==> config.mk <==
export PLATFORM = sky130hd
export DESIGN_NAME = gpio_lcd_mux_drive_flat
export DESIGN_NICKNAME = d
export VERILOG_FILES = /design/src/rtl/core/glcd_pkg.sv /design/src/rtl/core/glcd_if.sv /design/src/rtl/core/glcd_wave.sv /design/src/rtl/core/gpio_lcd_mux_drive.sv /design/src/flat_wrapper.sv
export SDC_FILE = /design/constraint.sdc
export NUM_CORES = 1
export LEC_CHECK = 0
export ABC_AREA = 1
export BUFFER_PORTS_ARGS = -buffer_cell sky130_fd_sc_hd__buf_4
export CAP_MARGIN = 20
export CORE_UTILIZATION = 40
export DETAILED_ROUTE_END_ITERATION = 16
export HOLD_SLACK_MARGIN = 0.03
export PLACE_DENSITY = 0.64
export SETUP_SLACK_MARGIN = 0.1
export SYNTH_ARGS = -nofsm -noshare
export SYNTH_HDL_FRONTEND = slang
export SYNTH_SLANG_ARGS = --single-unit
export TNS_END_PERCENT = 100
==> constraint.sdc <==
create_clock -name clk -period 2.05 [get_ports clk]
set_input_delay 0.1025 -clock clk [delete_from_list [all_inputs] [get_ports clk]]
set_output_delay 0.1025 -clock clk [all_outputs]
set_load 0.005 [all_outputs]
==> src/rtl/core/glcd_pkg.sv <==
// Shared types and constants for the multiplexed LCD drive block.
package glcd_pkg;

    // Frame geometry
    localparam int NUM_COMMONS    = 4;
    localparam int SEG_LINE_COUNT = 16;
    localparam int COM_W          = 2;
    localparam int SEG_BIT_W      = 4;
    localparam int LEVEL_W        = 2;
    localparam int DRIVE_W        = NUM_COMMONS * LEVEL_W;

    // Request kinds
    localparam logic REQ_TICK  = 1'b0;
    localparam logic REQ_WRITE = 1'b1;

    // Bit operations for a frame buffer write
    localparam logic [1:0] OP_ON     = 2'd0;
    localparam logic [1:0] OP_OFF    = 2'd1;
    localparam logic [1:0] OP_TOGGLE = 2'd2;

    // Common line levels
    localparam logic [LEVEL_W-1:0] COM_LOW  = 2'd0;
    localparam logic [LEVEL_W-1:0] COM_HIGH = 2'd1;
    localparam logic [LEVEL_W-1:0] COM_HALF = 2'd2;

    // Drive phase codes on the result
    localparam logic [1:0] PH_IDLE = 2'd0;
    localparam logic [1:0] PH_TRUE = 2'd1;
    localparam logic [1:0] PH_INV  = 2'd2;

    // Phase sequencer: idle, true, idle, inverted, repeat
    typedef enum logic [1:0] {
        PS_IDLE_TO_TRUE,
        PS_TRUE,
        PS_IDLE_TO_INV,
        PS_INV
    } phase_state_t;

    typedef struct packed {
        logic                 req_type;
        logic [COM_W-1:0]     com_index;
        logic [SEG_BIT_W-1:0] segment_bit;
        logic [1:0]           bit_op;
    } req_t;

    typedef struct packed {
        logic [SEG_LINE_COUNT-1:0] seg_lines;
        logic [DRIVE_W-1:0]        com_drive;
        logic [1:0]                drive_phase;
        logic [COM_W-1:0]          com_selected;
    } res_t;

endpackage

==> src/rtl/core/glcd_if.sv <==
// Request and result channel interfaces with valid/ready handshake.
interface glcd_req_if;
    import glcd_pkg::*;

    logic valid;
    logic ready;
    req_t data;

    modport source (output valid, output data, input ready);
    modport sink   (input valid, input data, output ready);
endinterface

interface glcd_res_if;
    import glcd_pkg::*;

    logic valid;
    logic ready;
    res_t data;

    modport source (output valid, output data, input ready);
    modport sink   (input valid, input data, output ready);
endinterface

==> src/rtl/core/glcd_wave.sv <==
// Frame buffer, phase sequencer and waveform forming for one request.
module glcd_wave (
    input  logic          clk,
    input  logic          rst_n,
    input  glcd_pkg::req_t item,
    input  logic          fire,
    output glcd_pkg::res_t result
);
    import glcd_pkg::*;

    logic [SEG_LINE_COUNT-1:0] fb_reg  [NUM_COMMONS];
    logic [SEG_LINE_COUNT-1:0] fb_next [NUM_COMMONS];
    phase_state_t              state_reg;
    phase_state_t              state_next;
    logic [COM_W-1:0]          common_reg;
    logic [COM_W-1:0]          common_next;

    logic                      is_write;
    logic                      is_tick;
    logic [SEG_LINE_COUNT-1:0] bit_mask;
    logic [SEG_LINE_COUNT-1:0] row;
    logic [1:0]                phase;
    logic [LEVEL_W-1:0]        sel_level;
    logic                      drive_on;
    logic [DRIVE_W-1:0]        drive;
    logic [SEG_LINE_COUNT-1:0] seg;
    logic                      step_common;

    assign is_write = fire && (item.req_type == REQ_WRITE);
    assign is_tick  = fire && (item.req_type == REQ_TICK);
    assign bit_mask = SEG_LINE_COUNT'(1) << item.segment_bit;

    // Update each row on a write aimed at it
    for (genvar c = 0; c < NUM_COMMONS; c++) begin : g_row
        always_comb
        begin
            fb_next[c] = fb_reg[c];
            if (is_write && (item.com_index == COM_W'(c)))
            begin
                case (item.bit_op)
                    OP_ON:   fb_next[c] = fb_reg[c] | bit_mask;
                    OP_OFF:  fb_next[c] = fb_reg[c] & ~bit_mask;
                    default: fb_next[c] = fb_reg[c] ^ bit_mask;
                endcase
            end
        end

        always_ff @(posedge clk or negedge rst_n)
        begin
            if (!rst_n)
                fb_reg[c] <= '0;
            else
                fb_reg[c] <= fb_next[c];
        end
    end

    // Advance the phase sequencer on each tick
    always_comb
    begin
        state_next = state_reg;
        if (is_tick)
        begin
            case (state_reg)
                PS_IDLE_TO_TRUE: state_next = PS_TRUE;
                PS_TRUE:         state_next = PS_IDLE_TO_INV;
                PS_IDLE_TO_INV:  state_next = PS_INV;
                PS_INV:          state_next = PS_IDLE_TO_TRUE;
                default:         state_next = PS_IDLE_TO_TRUE;
            endcase
        end
    end

    // Decode phase, common level and segment polarity from the state
    always_comb
    begin
        phase       = PH_IDLE;
        sel_level   = COM_LOW;
        drive_on    = 1'b0;
        step_common = 1'b0;
        seg         = '0;
        case (state_reg)
            PS_TRUE:
            begin
                phase     = PH_TRUE;
                sel_level = COM_LOW;
                drive_on  = 1'b1;
                seg       = row;
            end
            PS_INV:
            begin
                phase       = PH_INV;
                sel_level   = COM_HIGH;
                drive_on    = 1'b1;
                step_common = 1'b1;
                seg         = ~row;
            end
            default:
            begin
                phase = PH_IDLE;
            end
        endcase
    end

    assign row = fb_reg[common_reg];

    // Selected common at its level, the others at half supply; all low when idle
    always_comb
    begin
        drive = '0;
        if (drive_on)
        begin
            for (int c = 0; c < NUM_COMMONS; c++)
            begin
                drive[c*LEVEL_W +: LEVEL_W] = (common_reg == COM_W'(c)) ? sel_level : COM_HALF;
            end
        end
    end

    // Move to the next common after the inverted phase
    always_comb
    begin
        common_next = common_reg;
        if (is_tick && step_common)
        begin
            if (common_reg == COM_W'(NUM_COMMONS - 1))
                common_next = '0;
            else
                common_next = common_reg + COM_W'(1);
        end
    end

    always_ff @(posedge clk or negedge rst_n)
    begin
        if (!rst_n)
        begin
            state_reg  <= PS_IDLE_TO_TRUE;
            common_reg <= '0;
        end
        else
        begin
            state_reg  <= state_next;
            common_reg <= common_next;
        end
    end

    assign result.seg_lines    = seg;
    assign result.com_drive    = drive;
    assign result.drive_phase  = phase;
    assign result.com_selected = common_reg;

endmodule

==> src/rtl/core/gpio_lcd_mux_drive.sv <==
// Top level of the four-common multiplexed LCD waveform generator.
//
//   channel  dir  payload                                          handshake
//   req      in   req_type, com_index, segment_bit, bit_op         valid/ready
//   res      out  seg_lines, com_drive, drive_phase, com_selected  valid/ready
//
// One request per cycle unless the result stalls: a request is held in an
// input register, worked in one pass through the frame buffer and phase
// sequencer; a tick lands in the result register. A write gives no result.
// Reset (rst_n low, asynchronous) clears the frame buffer, the sequencer and
// both valid flags. A stalled result holds the result register; the input
// register still drains writes and takes a new request once it moves on.
module gpio_lcd_mux_drive (
    input logic        clk,
    input logic        rst_n,
    glcd_req_if.sink   req,
    glcd_res_if.source res
);
    import glcd_pkg::*;

    req_t s1_reg;
    logic s1_valid_reg;
    logic s1_valid_next;
    res_t res_data_reg;
    logic res_valid_reg;
    logic res_valid_next;

    logic req_fire;
    logic s1_is_write;
    logic out_free;
    logic s1_advance;
    logic res_load;
    res_t wave_res;

    // Handshake and stage control
    assign out_free    = !res_valid_reg || res.ready;
    assign s1_is_write = (s1_reg.req_type == REQ_WRITE);
    assign s1_advance  = s1_valid_reg && (s1_is_write || out_free);
    assign req.ready   = !s1_valid_reg || s1_advance;
    assign req_fire    = req.valid && req.ready;
    assign res_load    = s1_advance && !s1_is_write;

    always_comb
    begin
        s1_valid_next = s1_valid_reg;
        if (req_fire)
            s1_valid_next = 1'b1;
        else if (s1_advance)
            s1_valid_next = 1'b0;
    end

    always_comb
    begin
        res_valid_next = res_valid_reg;
        if (res_load)
            res_valid_next = 1'b1;
        else if (res.ready)
            res_valid_next = 1'b0;
    end

    always_ff @(posedge clk or negedge rst_n)
    begin
        if (!rst_n)
        begin
            s1_valid_reg  <= 1'b0;
            res_valid_reg <= 1'b0;
        end
        else
        begin
            s1_valid_reg  <= s1_valid_next;
            res_valid_reg <= res_valid_next;
        end
    end

    // Capture the request and the formed result
    always_ff @(posedge clk)
    begin
        if (req_fire)
            s1_reg <= req.data;
        if (res_load)
            res_data_reg <= wave_res;
    end

    glcd_wave u_wave (
        .clk    (clk),
        .rst_n  (rst_n),
        .item   (s1_reg),
        .fire   (s1_advance),
        .result (wave_res)
    );

    assign res.valid = res_valid_reg;
    assign res.data  = res_data_reg;

`ifndef NO_ASSERTIONS
    // A write never raises a result
    assert property (@(posedge clk) disable iff (!rst_n)
        (s1_valid_reg && s1_is_write && !res_valid_reg) |=> !res_valid_reg)
        else $error("write request produced a result");

    // An idle phase result drives nothing
    assert property (@(posedge clk) disable iff (!rst_n)
        (res_valid_reg && res_data_reg.drive_phase == PH_IDLE) |->
        (res_data_reg.seg_lines == '0 && res_data_reg.com_drive == '0))
        else $error("idle phase result not all low");

    // The selected common is low in the true phase and high in the inverted one
    assert property (@(posedge clk) disable iff (!rst_n)
        (res_valid_reg && res_data_reg.drive_phase == PH_TRUE) |->
        (res_data_reg.com_drive[res_data_reg.com_selected*LEVEL_W +: LEVEL_W] == COM_LOW))
        else $error("selected common not low in true phase");

    assert property (@(posedge clk) disable iff (!rst_n)
        (res_valid_reg && res_data_reg.drive_phase == PH_INV) |->
        (res_data_reg.com_drive[res_data_reg.com_selected*LEVEL_W +: LEVEL_W] == COM_HIGH))
        else $error("selected common not high in inverted phase");

    // A held request is neither lost nor replaced
    assert property (@(posedge clk) disable iff (!rst_n)
        (s1_valid_reg && !s1_advance) |=> (s1_valid_reg && $stable(s1_reg)))
        else $error("held request overwritten");
`endif

endmodule
==> src/flat_wrapper.sv <==
// flat-port wrapper written by rule: the top's interface ports become plain ports
module gpio_lcd_mux_drive_flat import glcd_pkg::*;
  (clk, rst_n, req_valid, req_data, req_ready, res_valid, res_data, res_ready);
  glcd_req_if req_i ();
  glcd_res_if res_i ();
  input logic clk;
  input logic rst_n;
  input wire logic [$bits(req_i.valid)-1:0] req_valid;
  input wire logic [$bits(req_i.data)-1:0] req_data;
  output wire logic [$bits(req_i.ready)-1:0] req_ready;
  output wire logic [$bits(res_i.valid)-1:0] res_valid;
  output wire logic [$bits(res_i.data)-1:0] res_data;
  input wire logic [$bits(res_i.ready)-1:0] res_ready;
  assign req_i.valid = req_valid;
  assign req_i.data = req_data;
  assign req_ready = req_i.ready;
  assign res_valid = res_i.valid;
  assign res_data = res_i.data;
  assign res_i.ready = res_ready;
  gpio_lcd_mux_drive u_core (.clk(clk), .rst_n(rst_n), .req(req_i), .res(res_i));
endmodule
# [After elaboration in Yosys (flattened, before gate mapping)]
# Cells that the tools add are included.
[op_classes] add_sub_neg=1 mul=0 div_mod_pow=0 order_cmp=1 eq_ne=10 shifts=1 mux=22 bitwise=16 reduce_logical=27
[ops] operator="16-bit case mux with 2 select lines" n=5
[ops] operator="16-bit bitwise AND" n=4
[ops] operator="16-bit OR" n=4
[ops] operator="16-bit XOR" n=4
[ops] operator="16-bit binary-select mux with 2-bit select" n=1
[ops] operator="16-bit two-way mux" n=2
[ops] operator="16-bit NOT" n=2
[ops] operator="1-bit by 4-bit << shifter with 16-bit output, first input constant" n=1
[ops] operator="2-bit == test, second input constant" n=6
[ops] operator="1-bit logical AND" n=10
[ops] operator="2-bit two-way mux" n=5
[ops] operator="2-bit by 1-bit == test with 1-bit output, second input constant" n=4
[ops] operator="2-bit logical NOT" n=4
[ops] operator="2-bit case mux with 4 select lines" n=1
[ops] operator="2-bit AND reduction" n=4
[ops] operator="1-bit two-way mux" n=7
[ops] operator="2-bit case mux with 2 select lines" n=1
[ops] operator="2-bit nonzero test" n=2
[ops] operator="3-bit >= comparator, second input constant" n=1
[ops] operator="1-bit logical NOT" n=3
[ops] operator="1-bit logical OR" n=3
[ops] operator="2-bit NOT with 3-bit output" n=1
[ops] operator="2-bit by 1-bit adder with 2-bit output, second input constant" n=1
[ops] operator="2-bit OR reduction" n=1
[ops] operator="1-bit NOT" n=1
[word_totals] regBits=107 latch_bits=0 mem_bits_rw=0 rom_bits=0 inputBits=13 out_inout_bits=30 wordCells=98 mem_count=0

# [Logic depth before layout (Yosys ltp)]
# Gate-level depths: netlist (run 1).
[logic_depth] ltp_word=7 ltp_mapped=9 ltp_nobuf=8

# [Hierarchy]
# From an unflattened synthesis (run 1), not the netlist that was laid out.
[unflattened] hier_cells=1108 area_unflattened_um2=8171.6
[modules_own_cells] mod="glcd_wave" n_inst=1 cells_per_inst=1054 area_each_um2=6949.2 seq_area_each_um2=1701.6
[modules_own_cells] mod="gpio_lcd_mux_drive" n_inst=1 cells_per_inst=54 area_each_um2=1222.4 seq_area_each_um2=1161.1

# [Worst setup path before layout (run 1)]
# Ideal clock, no wire load.
[synth_timing] path_type="register to register" from="register u_core.s1_reg (netlist bit u_core.s1_is_write)" to="register u_core.res_data_reg (netlist bit u_core.res.data[0]) (enable)" setup_ns=0.384 arrival_ns=1.282 t_required_ns=1.666 setup_slack_ns=0.384 stages_incl_launch_ff=4 n_path_buf=0 synth_period_minus_slack_ns=1.666 path_cell_list="edfxtp_1 -> inv_1 -> nand3_1 -> inv_1"
[synth_between] elab_chain_len=3
[synth_lines] element="start, declared" line="gpio_lcd_mux_drive.sv:21" source="req_t s1_reg;"
[synth_lines] element="start signal, assigned" line="gpio_lcd_mux_drive.sv:79" source="s1_reg <= req.data;"
[synth_lines] element="1-bit logical OR" line="gpio_lcd_mux_drive.sv:38" source="assign s1_advance = s1_valid_reg && (s1_is_write || out_free);"
[synth_lines] element="1-bit logical AND" line="gpio_lcd_mux_drive.sv:38"
[synth_lines] element="1-bit logical AND *" line="gpio_lcd_mux_drive.sv:41" source="assign res_load = s1_advance && !s1_is_write;"
[synth_lines] element="via u_core.res_load" line="gpio_lcd_mux_drive.sv:32" source="logic res_load;"
[synth_lines] element="end signal, assigned" line="gpio_lcd_mux_drive.sv:81" source="res_data_reg <= wave_res;"
[synth_lines] element="end, declared" line="gpio_lcd_mux_drive.sv:24" source="res_t res_data_reg;"
# The timed path passes the listed nets; every way through them passes the cells marked *.
# A chain may end at the register's enable or synchronous reset.

# [Final worst setup path (run 1)]
[layout_timing] from="register u_core.s1_reg[2] (netlist bit)" to="register u_core.u_wave.fb_reg[31] (netlist bit)"
[layout_between] elab_chain_len=4
[layout_lines] element="1-bit by 4-bit << shifter with 16-bit output *" line="glcd_wave.sv:31" source="assign bit_mask = SEG_LINE_COUNT'(1) << item.segment_bit;"
[layout_lines] element="16-bit NOT" line="glcd_wave.sv:42" source="OP_OFF: fb_next[c] = fb_reg[c] & ~bit_mask;"
[layout_lines] element="16-bit bitwise AND" line="glcd_wave.sv:42"
[layout_lines] element="16-bit case mux with 2 select lines *" line="glcd_wave.sv:40" source="case (item.bit_op)"
[layout_lines] element="end signal, assigned by index" line="glcd_wave.sv:53" source="fb_reg[c] <= fb_next[c];"
[layout_lines] element="end, declared" line="glcd_wave.sv:11" source="logic [SEG_LINE_COUNT-1:0] fb_reg [NUM_COMMONS];"
# Every way passes the cells marked *; elsewhere a longest branch is shown, timed or not.

==> results of run 1 <==
==> routing by layer <==
layer / part of all wire [%] / vias to the layer above / track usage (%)
met5: 0 / - / 0
met4: 2.0 / 0 / 6.58
met3: 3.7 / 38 / 2.89
met2: 48 / 145 / 35.0
met1: 46 / 3352 / 27.7
li1: - / 3574 / -
==> per-stage QoR <==
step | hold WS, ns | instances | instance area (sq um) | setup WS [ns] | utilization, %
floorplan | -0.193 | 1107 | 8190 | 0.384 | -
global placement | 0.0808 | 1400 | 8960 | 0.241 | 45.3
detailed placement | 0.0773 | 1400 | 8960 | 0.193 | 45.3
CTS | 0.0408 | 1427 | 9400 | 0.184 | 47.5
global route | 0.0943 | 1432 | 9430 | 0.111 | 47.7
finish | 0.0532 | 1432 | 9430 | 0.278 | 47.7
==> final timing paths <==
path                                          start  slack, ns                          end
min reg2reg                u_core.u_wave.fb_reg[31]       0.53     u_core.u_wave.fb_reg[31]
min in group asynchronous                     rst_n       0.23      u_core.u_wave.fb_reg[2]
max in group asynchronous                     rst_n       1.28  u_core.u_wave.common_reg[0]
max                                u_core.s1_reg[2]       0.28     u_core.u_wave.fb_reg[31]
max reg2reg                        u_core.s1_reg[2]       0.28     u_core.u_wave.fb_reg[31]
min                                       res_ready       0.05             u_core.res.valid
==> timing repair <==
action | in CTS | in global routing
hold buffers | 11 | 0
setup buffers | 0 | 5
hold endpoints to repair | 37 | 0
endpoints found under the setup margin | 0 | 14
resized for setup | 0 | 0
==> power by group <==
part           internal, mW  switching [mW]  leakage (nW)  total [mW]
Clock                  1.10           0.905         0.163        2.00
Combinational          1.26            2.02          3.59        3.28
Sequential             2.72           0.409          1.30        3.13
==> tightest hold or removal path, stage by stage <==
cell	delay [ns]
buf_4	0.08
inv_1	0.03
nand2_1	0.11
nand2_1	0.06
==> area by class of cell <==
class | count | share of cell area, %
multi-input combinational | 795 | 47.8
sequential | 107 | 30.3
timing repair buffer | 96 | 8.73
inverter | 153 | 6.11
tap | 265 | 3.51
clock buffer | 9 | 2.39
clock inverter | 7 | 1.10
==> logic make-up (layout without fill, tap and decap cells) <==
kind of cell	Yosys count	after routing	synth area share [%]
and+or+nand+nor	656	656	34.0
adders and majority gates	136	136	20.8
AOI/OAI and AO/OA	3	3	0.199
buffers and inverters	205	265	10.0
DFF	107	107	35.0
==> cells in the final DEF (no fill, tap or decap), drive strengths merged <==
| master | netlist | routed |
|---|---|---|
| nand2 | 448 | 448 |
| nand3 | 178 | 178 |
| inv | 152 | 157 |
| ha | 136 | 136 |
| buf | 17 | 85 |
| dfrtp | 70 | 70 |
| edfxtp | 37 | 37 |
| nand4 | 17 | 17 |
| dlygate4sd3 | 0 | 11 |
| clkbuf | 35 | 9 |
| nor2 | 9 | 9 |
| nor3 | 4 | 4 |
| o21ai | 2 | 2 |
| bufinv | 0 | 2 |
| clkinv | 1 | 1 |
| a31oi | 1 | 1 |
==> results.json, run 1 <==
{
  "status": "complete, no violations",
  "fillers": 1985,
  "rsz0062_at_grt": "false",
  "clk_pin_slew_ns": 0.08,
  "hold_viol_final": 0,
  "setup_violations": 0,
  "crit_path_start_kind": "flop",
  "critPathMostFrequentCell": "nand2_1",
  "async_reset_ff_share_pct": 65.4,
  "crit_type": "flop to flop",
  "cp_num_buf_inv": 1,
  "clock_skew_ns": 0.0118,
  "die-area_sq_um": 21100,
  "max_clock_freq_mhz": 564,
  "antenna_cells": 0,
  "cp.depth": 7,
  "vdd_drop_max_mv": 0.404,
  "largest_reg_flops": 64,
  "cts_tree": "done",
  "register_area_sq_um": 2860,
  "grt_pass1_vias": 6533,
  "root_buffer": "clkbuf_16",
  "cts_buffers": 9,
  "power_leakage_nw": 5.06,
  "syn_inst": 1107,
  "drc_errors": 0,
  "h-tree-depth": 3,
  "hold_path.class": "input port to flop",
  "cp.required_ns": 2.31,
  "antenna_found_initial": 0,
  "multiInputGateArea_sq_um": 4510,
  "drtIter0Drc": 486,
  "synth_ff_type": "dfrtp_1",
  "io_buffers": 42,
  "io_pins": 43,
  "cts_sinks": 107,
  "crit_chain": "buf_4 > nand4_1 > ha_1 > nand2_1 > nand3_1 > nand2_1 > nand2_1",
  "overflow": 0,
  "p_per_area_nw_per_um2": 892,
  "grt_first_pass_wirelength_microns": 34800,
  "ys_ff_latch": 107,
  "die_w_microns": 145,
  "synth_area_leaders": "dfrtp_1, ha_1, nand2_1",
  "synth_common_cells": "nand2_1, nand3_1, inv_1",
  "grt_usage_pct": 20.9,
  "core_area_sq_um": 19800,
  "cp_max_fo": 8,
  "synth_top_area_share_pct": 21.4,
  "slew_viol_final": 0,
  "ys_types": 21,
  "via_count": 7109,
  "cp_slowest_cell": "ha_1",
  "hold_depth": 4,
  "layout-drive-gt1-share_pct": 9.77,
  "viasPerCell": 4.96,
  "fin_crit_ns": 1.77,
  "path_delay_family": "simple AND/OR/NAND/NOR gates",
  "r2r_cells": 7,
  "start_util_pct": 41.4,
  "ys_seq_area_share_pct": 35.0,
  "syn_area_per_cell_sq_um": 7.40,
  "syn-cell-area_sq_um": 8190,
  "tns_ns": 0,
  "cap_violations": 0,
  "hpwlAfterDp_microns": 13300,
  "clk_path_buf_depth": 2,
  "worstMarginPinSlew_ns": 0.514,
  "grt_max_degree": 65,
  "antenna_left": 0,
  "area_growth_pct": 15.2,
  "synth_edf_count": 37,
  "arrival_ns": 2.03,
  "clkLatencyLatePin_ns": 0.37,
  "globalplace.congestion": 0.805,
  "synth_largest_area_cell": "dfrtp_1",
  "synth_nets": 1256,
  "rows": 51,
  "end_kind": "flop",
  "wl_per_cell_microns": 14.8,
  "yosys_warnings": 0,
  "post-route-period-util_pct": 86.4,
  "nNetsFinal": 1311,
  "die_h_microns": 145,
  "first_pass_iters": 5,
  "report.power.total_mw": 8.42,
  "critPathMaxStageDelay_ns": 0.46,
  "synth_most_common_cell": "nand2_1",
  "timing.slew.headroom_pct": 65.6,
  "wl_microns": 21200
}
No activity file was read; power rests on OpenSTA's default activity.
==> run 2, diff against run 1 <==
CELL_PAD_IN_SITES_DETAIL_PLACEMENT = 0   (was unset)
CELL_PAD_IN_SITES_GLOBAL_PLACEMENT = 1   (was unset)
PLACE_DENSITY = 0.8   (was 0.64)
clock period = 2 ns   (was 2.05 ns; I/O delays follow)
==> run 2 against run 1 <==
Critical path depth stayed put; critical endpoint is now u_core.u_wave.fb_reg[47]; clock power is 11% lower; non-clock buffer count is 4 higher; largest cell class unchanged; highest routed layer unchanged.
==> results.json, run 2 (synthesis gave the netlist of run 1 again) <==
{
  "status": "complete, no violations",
  "grt_usage_pct": 21.1,
  "die_w_microns": 145,
  "fin_crit_ns": 1.68,
  "crit_type": "flop to flop",
  "cp_num_buf_inv": 1,
  "wl_per_cell_microns": 15.0,
  "pre_cts_ws_ns": 0.201,
  "die_h_microns": 145,
  "worstMarginPinSlew_ns": 0.712,
  "h-tree-depth": 3,
  "grt_pass1_vias": 6423,
  "timing.slew.headroom_pct": 52.6,
  "vdd_drop_max_mv": 0.502,
  "largest_reg_flops": 64,
  "grt_max_degree": 65,
  "endpoint": "u_core.u_wave.fb_reg[47]",
  "clock_power_share_pct": 21.3,
  "max_clock_freq_mhz": 594,
  "critPathMaxStageDelay_ns": 0.43,
  "root_buffer": "clkbuf_16",
  "rows": 51,
  "cp.depth": 7,
  "hpwlAfterDp_microns": 13700,
  "use_met1_pct": 28.0,
  "hold_path.class": "input port to flop",
  "drc_errors": 0,
  "antenna_found_initial": 0,
  "globalRouteMet2Util_pct": 35.9,
  "r2r_end": "u_core.u_wave.fb_reg[47]",
  "layout-drive-gt1-share_pct": 10.1,
  "cp.required_ns": 2.26,
  "cts_buffers": 9,
  "power_leakage_nw": 5.05,
  "p_per_area_nw_per_um2": 888,
  "wl_microns": 21600,
  "cp_slowest_cell": "ha_1",
  "clk_pin_slew_ns": 0.08,
  "cp_max_fo": 8,
  "cap_violations": 0,
  "layout_commonest_cell": "nand2_1",
  "post-route-period-util_pct": 84.1,
  "clock_skew_ns": 0.0102,
  "globalplace.congestion": 0.761,
  "crit_path_start_kind": "flop",
  "first_pass_iters": 5,
  "io_pins": 43,
  "start_util_pct": 41.4,
  "crit_chain": "buf_4 > nand4_1 > ha_1 > nand2_1 > nand3_1 > nand2_1 > nand2_1",
  "grt_first_pass_wirelength_microns": 34800,
  "grt_most_used_layer": "met2",
  "p_comb_share_pct": 40.3,
  "nNetsFinal": 1315,
  "p_int_mw": 4.95,
  "hold_viol_final": 0,
  "clkLatencyLatePin_ns": 0.36,
  "netSwitchingFraction_pct": 40.8,
  "setup_violations": 0,
  "via_count": 6984,
  "die-area_sq_um": 21100,
  "antenna_cells": 0,
  "cts_tree": "done",
  "reg2reg_slack_ns": 0.32,
  "drtIter0Drc": 418,
  "clk_path_buf_depth": 2,
  "p_switching_mw": 3.41,
  "overflow": 0,
  "end_kind": "flop",
  "finalCoreUtilization_pct": 47.6,
  "timing.rr.start": "u_core.s1_reg[3]",
  "tns_ns": 0,
  "rsz0062_at_grt": "false",
  "area_growth_pct": 15.0,
  "cts_sinks": 107,
  "core_area_sq_um": 19800,
  "crit_start": "u_core.s1_reg[3]",
  "arrival_ns": 1.94,
  "slew_viol_final": 0,
  "cts_resized": 0,
  "antenna_left": 0,
  "report.power.total_mw": 8.36,
  "critPathMostFrequentCell": "nand2_1",
  "r2r_cells": 7,
  "io_buffers": 42,
  "most-common-layout-cells": "nand2_1, nand3_1, inv_1, ha_1, buf_4",
  "setup_ws_ns": 0.318,
  "path_delay_family": "simple AND/OR/NAND/NOR gates",
  "met3_usage_pct": 3.05,
  "pwr-share-seq_pct": 38.4,
  "viasPerCell": 4.86
}
## run 2: cell types whose count changed in the layout (fill, tap and decap cells not counted)
cell | previous run | this run
buf_4 | 79 | 83
bufinv_16 | 2 | 0
clkinv_4 | 0 | 2
clkinvlp_4 | 0 | 2
inv_4 | 2 | 1
inv_8 | 1 | 0
## run 2: repair_timing
item / CTS / global route
endpoints found under the hold margin: 45 / 0
setup buffers: 0 / 5
hold buffers: 11 / 0
endpoints found under the setup margin: 0 / 20
## run 2: stage by stage
stage | instance area (sq um) | hold slack (ns) | instances
2_1_floorplan | 8190 | -0.196 | 1107
3_3_place_gp | 8990 | 0.115 | 1404
3_5_place_dp | 8990 | 0.117 | 1404
4_1_cts | 9380 | 0.0345 | 1431
5_1_grt | 9420 | 0.0630 | 1436
6_report | 9420 | 0.0444 | 1436
## run 2: how the worst min path moves through the flow
stage	start	end	slack, ns	cells after the start
after global routing	res_ready	u_core.res.valid	0.06	4
final	res_ready	u_core.res.valid	0.04	4
after floorplan	rst_n	u_core.res.valid	-0.20	0
after global placement	rst_n	u_core.u_wave.fb_reg[3]	0.11	1
after CTS	res_ready	u_core.res.valid	0.03	4
after detailed placement	rst_n	u_core.u_wave.fb_reg[3]	0.12	1
## run 2: power groups by stage
stage	combinational [mW]	clock (mW)	sequential, mW
after global routing	3.89	1.87	3.28
after detailed placement	3.36	0	3.25
final	3.37	1.78	3.21
after floorplan	2.29	0	3.15
after global placement	3.29	0	3.25
after CTS	3.39	1.81	3.21
## run 2: metal layers
| metal | vias to the layer above | share of wire (%) |
|---|---|---|
| met5 | - | 0 |
| met4 | 0 | 1.5 |
| met3 | 24 | 3.3 |
| met2 | 108 | 47 |
| met1 | 3263 | 48 |
| li1 | 3589 | - |
## run 2: final cells by class
class                           instances  area (sq um)
Clock buffer                            9           225
Clock inverter                          7          58.8
Fill cell                            2012         10400
Inverter                              153           577
Multi-Input combinational cell        795          4510
Sequential cell                       107          2860
Tap cell                              265           332
Timing Repair Buffer                  100           853
## run 2: worst register-to-register path: stages, from the launching register on
cell	delay [ns]
edfxtp_1	0.36
buf_4	0.16
nand4_1	0.37
ha_1	0.43
nand2_1	0.07
nand3_1	0.08
nand2_1	0.06
nand2_1	0.05
==> run 3, diff against run 2 <==
PLACE_DENSITY = 0.83   (was 0.8)
clock period = 1.45 ns   (was 2 ns; I/O delays follow)
==> run 3 against run 2 <==
The flow now finishes with violations (negative setup slack); first-iteration DRC count up 6.7%; fmax rose by 8.2%; flip-flop and latch count unchanged; routed wire length is 12% higher; clock skew decreased by 0.0011 ns; highest routed layer unchanged; die area is the same; sequential power increased by 43%.
==> results.json, run 3 (synthesis gave the netlist of run 1 again) <==
{
  "status": "finished, violations left",
  "violations": "negative setup slack",
  "globalplace.congestion": 0.775,
  "rows": 51,
  "wl_per_cell_microns": 16.6,
  "clock_skew_ns": 0.00913,
  "h-tree-depth": 3,
  "netSwitchingFraction_pct": 40.8,
  "end_kind": "flop",
  "rsz0062_at_grt": "true",
  "layout-drive-gt1-share_pct": 32.6,
  "timing.slew.headroom_pct": 66.8,
  "path_delay_family": "buffers and inverters",
  "hpwlAfterDp_microns": 14100,
  "cp.required_ns": 1.70,
  "slew_viol_final": 0,
  "p_switching_mw": 5.85,
  "via_count": 7498,
  "first_pass_iters": 4,
  "wl_microns": 24200,
  "clock_power_share_pct": 18.9,
  "io_buffers": 42,
  "hold_path.class": "input port to flop",
  "cp_num_buf_inv": 3,
  "root_buffer": "clkbuf_16",
  "setup_ws_ns": -0.105,
  "p_int_mw": 8.49,
  "postLayoutCellArea_sq_um": 11600,
  "pre_cts_ws_ns": -0.172,
  "setup_violations": 64,
  "grt_pass1_vias": 7104,
  "antenna_found_initial": 0,
  "drc_errors": 0,
  "p_comb_share_pct": 49.1,
  "antenna_left": 0,
  "crit_start": "u_core.s1_reg[5]",
  "layout_commonest_cell": "nand2_1",
  "die_h_microns": 145,
  "clk_pin_slew_ns": 0.07,
  "post-route-period-util_pct": 107,
  "hold_viol_final": 0,
  "grt_usage_pct": 22.7,
  "cp_max_fo": 8,
  "timing.rr.start": "u_core.s1_reg[5]",
  "area_growth_pct": 41.4,
  "crit_path_start_kind": "flop",
  "worstHoldStart": "res_ready",
  "reg2reg_slack_ns": -0.10,
  "cts_sinks": 107,
  "arrival_ns": 1.80,
  "final_cells": 1457,
  "pwr-share-seq_pct": 32.0,
  "viasPerCell": 5.15,
  "nNetsFinal": 1336,
  "critPathMaxStageDelay_ns": 0.40,
  "largest_reg_flops": 64,
  "p_per_area_nw_per_um2": 1240,
  "antenna_cells": 0,
  "tns_ns": -4.06,
  "drtIter0Drc": 446,
  "core_area_sq_um": 19800,
  "cts_tree": "done",
  "cts_buffers": 9,
  "vdd_drop_max_mv": 0.976,
  "clk_path_buf_depth": 2,
  "cp_slowest_cell": "edfxtp_1",
  "most-common-layout-cells": "nand2_1, inv_1, nand3_1, ha_4, buf_4",
  "cap_violations": 0,
  "crit_type": "flop to flop",
  "die-area_sq_um": 21100,
  "dpl_cell_area_sq_um": 9250,
  "grt_max_degree": 71,
  "place_inst": 1421,
  "overflow": 0,
  "max_clock_freq_mhz": 643,
  "fin_crit_ns": 1.55,
  "crit_chain": "buf_6 > buf_12 > nand4_1 > buf_6 > ha_4 > nand2_2 > nand3_2 > nand2_1 > nand2_1",
  "worstMarginPinSlew_ns": 0.497,
  "start_util_pct": 41.4,
  "power_leakage_nw": 5.81,
  "die_w_microns": 145,
  "io_pins": 43,
  "grt_first_pass_wirelength_microns": 37900,
  "clkLatencyLatePin_ns": 0.36
}
## run 3: cell types whose count changed in the layout (fill, tap and decap cells not counted), sizes merged
cell	change
buf	+18
clkbuf	+5
inv	-4
bufinv	+2
clkinv	-1
clkinvlp	+1
## run 3: power by group through the flow
| stage | combinational (mW) | sequential, mW | clock (mW) |
|---|---|---|---|
| finish | 7.04 | 4.59 | 2.71 |
| global placement | 4.76 | 4.49 | 0 |
| detailed placement | 4.86 | 4.50 | 0 |
| global route | 7.86 | 4.68 | 2.85 |
| floorplan | 3.25 | 4.35 | 0 |
| CTS | 5.38 | 4.46 | 2.77 |
## run 3: through the flow
stage / hold slack [ns] / total power, mW / utilization, %
2_1_floorplan: -0.223 / 7.60 / -
3_3_place_gp: 0.135 / 9.25 / 46.7
3_5_place_dp: 0.135 / 9.35 / 46.7
4_1_cts: 0.0638 / 12.6 / 52.6
5_1_grt: 0.0569 / 15.4 / 58.6
6_report: 0.0315 / 14.3 / 58.6
## run 3: routing by layer
| metal | track usage, % | routed length [microns] | up-vias |
|---|---|---|---|
| li1 | - | - | 3641 |
| met4 | 5.00 | 406 | 0 |
| met5 | 0 | 0 | - |
| met1 | 31.0 | 11100 | 3646 |
| met3 | 2.89 | 901 | 33 |
| met2 | 38.2 | 11700 | 178 |
## run 3: final cells by class
class                           instances  area (sq um)
Fill cell                            1744          8200
Tap cell                              265           332
Clock inverter                          5          86.3
Multi-Input combinational cell        795          6170
Inverter                              153           616
Timing Repair Buffer                  121          1280
Clock buffer                           11           233
Sequential cell                       107          2870
## run 3: what timing repair did
item                                    4_1_cts  5_1_grt
endpoints found under the hold margin        80        0
setup buffers                                 3        2
endpoints found under the setup margin      118       91
cloned                                        0        4
gates resized for setup                      87      225
hold buffers                                 11        0
pin swaps                                    63      106
## run 3: final timing paths
kind,to,cells after the start
max,u_core.u_wave.fb_reg[25],9
min,u_core.res.valid,4
max reg2reg,u_core.u_wave.fb_reg[25],9
min reg2reg,u_core.u_wave.fb_reg[56],2
max in group asynchronous,u_core.u_wave.fb_reg[49],3
min in group asynchronous,u_core.u_wave.fb_reg[41],3
## run 3: tightest hold or removal path, cell delays in order
cell and delay (ns):
buf_4 0.07, inv_1 0.05, nand2_4 0.10, nand2_1 0.06
